--- config.mk ---
export PLATFORM = sky130hd
export DESIGN_NAME = string_hash_rotate_xor_mod_flat
export DESIGN_NICKNAME = d
export VERILOG_FILES = /design/src/rtl/shrx_pkg.sv /design/src/rtl/shrx_if.sv /design/src/rtl/shrx_ctrl.sv /design/src/rtl/shrx_dp.sv /design/src/rtl/string_hash_rotate_xor_mod.sv /design/src/flat_wrapper.sv
export SDC_FILE = /design/constraint.sdc
export NUM_CORES = 1
export LEC_CHECK = 0
export BUFFER_PORTS_ARGS = -buffer_cell sky130_fd_sc_hd__buf_2
export CORE_ASPECT_RATIO = 1.1
export CORE_MARGIN = 4
export CORE_UTILIZATION = 49
export DETAILED_ROUTE_END_ITERATION = 12
export PLACE_DENSITY = 0.67
export SYNTH_ARGS = -nofsm -noshare
export SYNTH_HDL_FRONTEND = slang
export SYNTH_SLANG_ARGS = --single-unit
--- constraint.sdc ---
create_clock -name clk_i -period 8.35 [get_ports clk_i]
set_input_delay 0.835 -clock clk_i [delete_from_list [all_inputs] [get_ports clk_i]]
set_output_delay 0.835 -clock clk_i [all_outputs]
set_load 0.01 [all_outputs]
--- src/rtl/shrx_pkg.sv ---
// Shared types, constants and the byte mixing function of the string hash block.
package shrx_pkg;

  localparam int unsigned HashW   = 32;
  localparam int unsigned ByteW   = 8;
  localparam int unsigned DivCntW = $clog2(HashW);

  typedef logic [HashW-1:0] hash_t;
  typedef logic [ByteW-1:0] byte_t;

  localparam hash_t SlotCountReset = 32'd1024;

  localparam hash_t MixTable [16] = '{
    32'h49848f1b, 32'he6255dba, 32'h36da5bdc, 32'h47bf94e9,
    32'h8cbcce22, 32'h559fc06a, 32'hd268f536, 32'he10af79a,
    32'hc1af4d69, 32'h1d2917b5, 32'hec4c304d, 32'h9ee5016c,
    32'h69232f74, 32'hfead7bb3, 32'he9089ab6, 32'hf012f6ae
  };

  typedef struct packed {
    logic acc_en;
    logic start;
    logic step;
    logic out_load;
  } shrx_cmd_t;

  function automatic hash_t mix_byte(input hash_t acc, input byte_t b);
    hash_t      t1;
    hash_t      r1;
    hash_t      t2;
    logic [3:0] i1;
    logic [3:0] i2;
    i1 = b[3:0] + acc[3:0];
    t1 = acc ^ MixTable[i1];
    r1 = {t1[HashW-2:0], t1[HashW-1]};
    i2 = b[7:4] + r1[3:0];
    t2 = r1 ^ MixTable[i2];
    return {t2[HashW-3:0], t2[HashW-1:HashW-2]};
  endfunction

endpackage

--- src/rtl/shrx_if.sv ---
// Handshake channel interfaces for key bytes, hash results and the slot count register.
interface shrx_in_if;
  logic                 valid;
  logic                 ready;
  shrx_pkg::byte_t      byte_value;
  logic                 has_byte;
  logic                 key_end;

  modport source (output valid, output byte_value, output has_byte, output key_end,
                  input ready);
  modport sink   (input valid, input byte_value, input has_byte, input key_end,
                  output ready);
endinterface

interface shrx_out_if;
  logic                 valid;
  logic                 ready;
  shrx_pkg::hash_t      slot_index;
  shrx_pkg::hash_t      full_hash;

  modport source (output valid, output slot_index, output full_hash, input ready);
  modport sink   (input valid, input slot_index, input full_hash, output ready);
endinterface

interface shrx_cfg_if;
  logic                 valid;
  logic                 ready;
  shrx_pkg::hash_t      slot_count;

  modport source (output valid, output slot_count, input ready);
  modport sink   (input valid, input slot_count, output ready);
endinterface

--- src/rtl/shrx_ctrl.sv ---
// Controller state machine that sequences byte intake, the remainder steps and result hand-off.
module shrx_ctrl (
  input  logic                clk_i,
  input  logic                rst_ni,
  input  logic                in_valid_i,
  input  logic                key_end_i,
  input  logic                out_ready_i,
  output logic                in_ready_o,
  output logic                out_valid_o,
  output shrx_pkg::shrx_cmd_t cmd_o
);

  typedef enum logic [1:0] {
    StIdle,
    StDiv,
    StDone
  } state_e;

  state_e                         state_q, state_d;
  logic [shrx_pkg::DivCntW-1:0]   cnt_q, cnt_d;
  logic                           out_valid_q, out_valid_d;
  logic                           out_free;

  assign in_ready_o  = (state_q == StIdle);
  assign out_valid_o = out_valid_q;
  assign out_free    = !out_valid_q || out_ready_i;

  always_comb begin
    state_d = state_q;
    cnt_d   = cnt_q;
    cmd_o   = '0;
    unique case (state_q)
      StIdle: begin
        if (in_valid_i) begin
          cmd_o.acc_en = 1'b1;
          if (key_end_i) begin
            cmd_o.start = 1'b1;
            cnt_d       = '1;
            state_d     = StDiv;
          end
        end
      end
      StDiv: begin
        cmd_o.step = 1'b1;
        cnt_d      = cnt_q - 1'b1;
        if (cnt_q == '0) begin
          state_d = StDone;
        end
      end
      StDone: begin
        if (out_free) begin
          cmd_o.out_load = 1'b1;
          state_d        = StIdle;
        end
      end
      default: begin
        state_d = StIdle;
      end
    endcase

    if (cmd_o.out_load) begin
      out_valid_d = 1'b1;
    end else if (out_ready_i) begin
      out_valid_d = 1'b0;
    end else begin
      out_valid_d = out_valid_q;
    end
  end

  always_ff @(posedge clk_i or negedge rst_ni) begin
    if (!rst_ni) begin
      state_q     <= StIdle;
      cnt_q       <= '0;
      out_valid_q <= 1'b0;
    end else begin
      state_q     <= state_d;
      cnt_q       <= cnt_d;
      out_valid_q <= out_valid_d;
    end
  end

endmodule

--- src/rtl/shrx_dp.sv ---
// Datapath with the hash accumulator, the slot count register and a bit-serial remainder unit.
module shrx_dp (
  input  logic                clk_i,
  input  logic                rst_ni,
  input  shrx_pkg::shrx_cmd_t cmd_i,
  input  shrx_pkg::byte_t     byte_value_i,
  input  logic                has_byte_i,
  input  logic                cfg_valid_i,
  input  shrx_pkg::hash_t     cfg_data_i,
  output shrx_pkg::hash_t     slot_index_o,
  output shrx_pkg::hash_t     full_hash_o
);

  shrx_pkg::hash_t           acc_q, acc_d;
  shrx_pkg::hash_t           slot_count_q;
  shrx_pkg::hash_t           hash_q;
  shrx_pkg::hash_t           quo_q;
  shrx_pkg::hash_t           rem_q;
  shrx_pkg::hash_t           slot_index_q;
  shrx_pkg::hash_t           full_hash_q;
  shrx_pkg::hash_t           mixed;
  logic [shrx_pkg::HashW:0]  rem_sh;
  logic [shrx_pkg::HashW:0]  divisor;
  logic [shrx_pkg::HashW:0]  diff;
  shrx_pkg::hash_t           rem_d;

  assign mixed   = has_byte_i ? shrx_pkg::mix_byte(acc_q, byte_value_i) : acc_q;
  assign rem_sh  = {rem_q, quo_q[shrx_pkg::HashW-1]};
  assign divisor = {1'b0, slot_count_q};
  assign diff    = rem_sh - divisor;
  assign rem_d   = (rem_sh >= divisor) ? diff[shrx_pkg::HashW-1:0]
                                       : rem_sh[shrx_pkg::HashW-1:0];

  always_comb begin
    acc_d = acc_q;
    if (cmd_i.acc_en) begin
      acc_d = cmd_i.start ? '0 : mixed;
    end
  end

  always_ff @(posedge clk_i or negedge rst_ni) begin
    if (!rst_ni) begin
      acc_q        <= '0;
      slot_count_q <= shrx_pkg::SlotCountReset;
    end else begin
      acc_q <= acc_d;
      if (cfg_valid_i) begin
        slot_count_q <= cfg_data_i;
      end
    end
  end

  always_ff @(posedge clk_i) begin
    if (cmd_i.start) begin
      hash_q <= mixed;
      quo_q  <= mixed;
      rem_q  <= '0;
    end else if (cmd_i.step) begin
      quo_q <= {quo_q[shrx_pkg::HashW-2:0], 1'b0};
      rem_q <= rem_d;
    end
    if (cmd_i.out_load) begin
      full_hash_q  <= hash_q;
      slot_index_q <= (slot_count_q == '0) ? '0 : rem_q;
    end
  end

  assign slot_index_o = slot_index_q;
  assign full_hash_o  = full_hash_q;

endmodule

--- src/rtl/string_hash_rotate_xor_mod.sv ---
// Top level of the streaming string hash with table-driven rotate-xor mixing and slot reduction.
//
// Key bytes enter one word per cycle on key_i while it is ready and are folded into a 32-bit
// accumulator. The word that carries key_end closes the key: the final hash goes to a
// bit-serial remainder unit that produces one quotient bit per cycle, and the remainder then
// loads into the result register; key_i is not ready from the closing word until that load.
// The result register lets the next key start while a finished result still waits on
// hash_o; a further closing word then holds key_i off until hash_o takes that result.
// A slot count of zero yields a slot index of zero. The slot count register resets to
// 1024 and is written on cfg_i, which is always ready.
module string_hash_rotate_xor_mod (
  input  logic      clk_i,
  input  logic      rst_ni,
  shrx_cfg_if.sink  cfg_i,
  shrx_in_if.sink   key_i,
  shrx_out_if.source hash_o
);

  shrx_pkg::shrx_cmd_t cmd;
  logic                in_ready;
  logic                out_valid;

  assign cfg_i.ready  = 1'b1;
  assign key_i.ready  = in_ready;
  assign hash_o.valid = out_valid;

  shrx_ctrl u_ctrl (
    .clk_i       (clk_i),
    .rst_ni      (rst_ni),
    .in_valid_i  (key_i.valid),
    .key_end_i   (key_i.key_end),
    .out_ready_i (hash_o.ready),
    .in_ready_o  (in_ready),
    .out_valid_o (out_valid),
    .cmd_o       (cmd)
  );

  shrx_dp u_dp (
    .clk_i        (clk_i),
    .rst_ni       (rst_ni),
    .cmd_i        (cmd),
    .byte_value_i (key_i.byte_value),
    .has_byte_i   (key_i.has_byte),
    .cfg_valid_i  (cfg_i.valid),
    .cfg_data_i   (cfg_i.slot_count),
    .slot_index_o (hash_o.slot_index),
    .full_hash_o  (hash_o.full_hash)
  );

endmodule

--- src/flat_wrapper.sv ---
// flat-port wrapper written by rule: the top's interface ports become plain ports
module string_hash_rotate_xor_mod_flat 
  (clk_i, rst_ni, cfg_i_valid, cfg_i_slot_count, cfg_i_ready, key_i_valid, key_i_byte_value, key_i_has_byte, key_i_key_end, key_i_ready, hash_o_valid, hash_o_slot_index, hash_o_full_hash, hash_o_ready);
  shrx_cfg_if cfg_i_i ();
  shrx_in_if key_i_i ();
  shrx_out_if hash_o_i ();
  input  logic clk_i;
  input  logic rst_ni;
  input wire logic [$bits(cfg_i_i.valid)-1:0] cfg_i_valid;
  input wire logic [$bits(cfg_i_i.slot_count)-1:0] cfg_i_slot_count;
  output wire logic [$bits(cfg_i_i.ready)-1:0] cfg_i_ready;
  input wire logic [$bits(key_i_i.valid)-1:0] key_i_valid;
  input wire logic [$bits(key_i_i.byte_value)-1:0] key_i_byte_value;
  input wire logic [$bits(key_i_i.has_byte)-1:0] key_i_has_byte;
  input wire logic [$bits(key_i_i.key_end)-1:0] key_i_key_end;
  output wire logic [$bits(key_i_i.ready)-1:0] key_i_ready;
  output wire logic [$bits(hash_o_i.valid)-1:0] hash_o_valid;
  output wire logic [$bits(hash_o_i.slot_index)-1:0] hash_o_slot_index;
  output wire logic [$bits(hash_o_i.full_hash)-1:0] hash_o_full_hash;
  input wire logic [$bits(hash_o_i.ready)-1:0] hash_o_ready;
  assign cfg_i_i.valid = cfg_i_valid;
  assign cfg_i_i.slot_count = cfg_i_slot_count;
  assign cfg_i_ready = cfg_i_i.ready;
  assign key_i_i.valid = key_i_valid;
  assign key_i_i.byte_value = key_i_byte_value;
  assign key_i_i.has_byte = key_i_has_byte;
  assign key_i_i.key_end = key_i_key_end;
  assign key_i_ready = key_i_i.ready;
  assign hash_o_valid = hash_o_i.valid;
  assign hash_o_slot_index = hash_o_i.slot_index;
  assign hash_o_full_hash = hash_o_i.full_hash;
  assign hash_o_i.ready = hash_o_ready;
  string_hash_rotate_xor_mod u_core (.clk_i(clk_i), .rst_ni(rst_ni), .cfg_i(cfg_i_i), .key_i(key_i_i), .hash_o(hash_o_i));
endmodule
==> metrics <==
status=finished clean; Max Cap Viol=0; Max clock buf depth=3; endpoints failing setup=0; drt total wl=37100 um; Setup crit end kind=register; total number of vias=10765; startpoint types=register; # DRC=0; DIE AREA=approximately 31000 sq um; vias per cell=between 5 and 6; final slew viol count=0; number of enable flip-flop cells after synthesis=128; area delta synth->final=12.3%; count of buffers from port buffering=112; H-Tree Depth=1; die height=184 um; Post-CTS Setup Inserts=0; r2r endpoint=u_core.u_dp.hash_q[19]; Syn Inst Count=1436; first-pass GRT wire length=58700 um; Avg Cell Area, Syn=9.61 sq um; main flop type after synthesis=edfxtp_1; Cell Area, Synth=13800 sq um; DR pass1 iterations=5; chip width=168 um; Sinks on Clock Net=232; share of cells above drive strength 1=0.139; crit path max fanout=16; worst hold path class=in -> async; Yosys reg bits=232; CTS tree=done; Skew-Pair Late Insertion Delay=0.54 ns; post-synth cell types=69; max frequency=150 MHz; period utilization=0.800; Nets=1626; ant diodes=0; fill cell count=2495; CTS hold repair buffers=0; clock-pin slew on the worst setup and hold paths=0.06 ns; CP arrival=6.98 ns; CP required=8.64 ns; relative slew slack=0.265; register area share after synthesis=0.456; flop-to-flop setup slack=~1.7 ns; final critical-path required period=6.68 ns; DRT antenna net count=0; yosys synthesis warning count=0; Root Driver=clkbuf_16; row cnt=64; drt wl/cell=between 15 and 20 um; Initial Util=0.497; RSZ-0062 raised after global routing=false; clk_skew=0.0297 ns; TNS Setup=0 ns; largest net degree at the start of global routing=68; endpoints failing hold=0; Initial DRC Count=between 700 and 800; critical path type=reg -> reg; Resized Gates After CTS=0; post-detail-place hpwl=around 26000 um; GRT Total Usage=0.236; antenna violations before repair=0; Worst Reg-to-Reg Cells=16; GPL Wtd Cong=about 0.93; core area=27800 sq um; total grt overflow=0; I/O Pins=about 110; vias in the first global route=10757; ys async rst share=0.310; Worst Tran Pin Value=roughly 1.1 ns; FF-to-FF Start=u_core.u_dp.acc_q[0]; syn nets=between 1500 and 2000; total CTS buffers=25
## sequential cells by signal (all words and copies together), names as in the netlist
name	count
u_core.u_dp.quo_q	32
u_core.u_ctrl.out_valid_o	1
u_core.u_dp.hash_q	32
u_core.u_ctrl.cnt_q	5
u_core.u_dp.acc_q	32
u_core.u_dp.slot_count_q	32
u_core.u_dp.full_hash_o	32
u_core.u_ctrl.state_q	2
u_core.u_dp.rem_q	32
u_core.u_dp.slot_index_o	32
## worst max-delay path: stages, from the launching register on
cell and delay, ns:
dfrtp_1 0.48, ha_1 0.26, fa_1 0.85, inv_1 0.30
ha_1 0.35, or3_1 0.41, o211ai_1 0.13, xor2_1 0.26
ha_1 0.21, inv_1 0.05, fa_1 0.94, inv_1 0.43
ha_1 0.65, mux2i_1 0.13, a222oi_1 0.65, xnor2_1 0.15
a21o_1 0.20
## cell usage in the layout, fill, tap and decap left out, types with 15 or more instances in the layout
cell type	count
a31oi_1	21
nor3_1	17
and3_1	15
clkbuf_16	25
a21oi_1	93
a21o_1	26
or3_1	24
dfrtp_1	71
xnor2_1	60
nor2_1	87
o21ai_0	127
buf_4	17
inv_1	59
xor2_1	36
nor2b_1	63
mux2i_1	45
mux2_2	23
nand2_1	165
ha_1	65
edfxtp_1	128
buf_2	111
dfxtp_1	32
nand3_1	47
## synth_stat cells (all sizes together), types with 10 or more instances
library cell | n | area (sq um)
nand2 | 165 | 619
edfxtp | 128 | 3840
o21ai | 128 | 641
a21oi | 94 | 474
nor2 | 88 | 330
dfrtp | 71 | 1780
ha | 65 | 813
nor2b | 65 | 407
clkbuf | 62 | 233
xnor2 | 61 | 534
inv | 60 | 225
nand3 | 47 | 235
mux2i | 45 | 450
xor2 | 38 | 348
dfxtp | 32 | 641
a21o | 26 | 195
or3 | 24 | 150
mux2 | 23 | 259
a31oi | 21 | 131
buf | 18 | 98.8
nor3 | 17 | 85.1
and3 | 15 | 93.8
nor4 | 11 | 68.8
nand4 | 10 | 62.6
## area by class of cell
cell class | count | area [sq um] | area share
Clock inverter | 14 | 176 | 0.0114
Tap cell | 363 | 454 | 0.0293
Sequential cell | 232 | 6290 | 0.406
Timing Repair Buffer | 128 | 683 | 0.0441
Multi-Input combinational cell | 1063 | 6990 | 0.451
Clock buffer | 32 | 682 | 0.0440
Inverter | 61 | 229 | 0.0148
## worst max-delay path by stage
| stage | from | to | cells past startpoint |
|---|---|---|---|
| floorplan | key_i_byte_value[0] | u_core.u_dp.quo_q[24] | 19 |
| global placement | key_i_byte_value[0] | u_core.u_dp.quo_q[19] | 17 |
| detailed placement | key_i_byte_value[0] | u_core.u_dp.quo_q[19] | 17 |
| CTS | u_core.u_dp.acc_q[0] | u_core.u_dp.quo_q[19] | 16 |
| global route | u_core.u_dp.acc_q[0] | u_core.u_dp.quo_q[19] | 16 |
| finish | u_core.u_dp.acc_q[0] | u_core.u_dp.hash_q[19] | 16 |
## layer usage
layer | vias to the layer above | wire length (um) | track usage
met5 | - | 0 | 0
met3 | 69 | 1980 | 0.0353
met4 | 0 | 1090 | 0.0731
met1 | 5144 | 15600 | 0.299
li1 | 5269 | - | -
met2 | 283 | 18400 | 0.418
## cell families (layout without fill, tap and decap cells)
logic type      after synthesis  in the layout  share of synthesized area
mux                          71             71                     0.0563
buf+inv                     141            235                     0.0406
xor+xnor                    101            101                     0.0672
other cells                   1              1                   0.000272
compound gates              351            351                      0.154
simple gates                471            471                      0.163
flops                       232            232                      0.456
fa+ha+maj                    68             68                     0.0633
## metrics by stage
step | setup slack (ns) | utilization | instances | cell area (sq um) | hold slack (ns)
3_5_place_dp | 1.30 | 0.527 | 1847 | 14600 | 0.405
6_report | 1.67 | 0.558 | 1893 | 15500 | 0.124
3_3_place_gp | 1.43 | 0.527 | 1847 | 14600 | 0.403
4_1_cts | 1.77 | 0.558 | 1893 | 15500 | 0.113
2_1_floorplan | 2.41 | - | 1436 | 13800 | 0.400
5_1_grt | 1.20 | 0.558 | 1893 | 15500 | 0.115
Power is not shown: default switching activity piles up to over one toggle a cycle in this logic, so the estimate is an artifact.
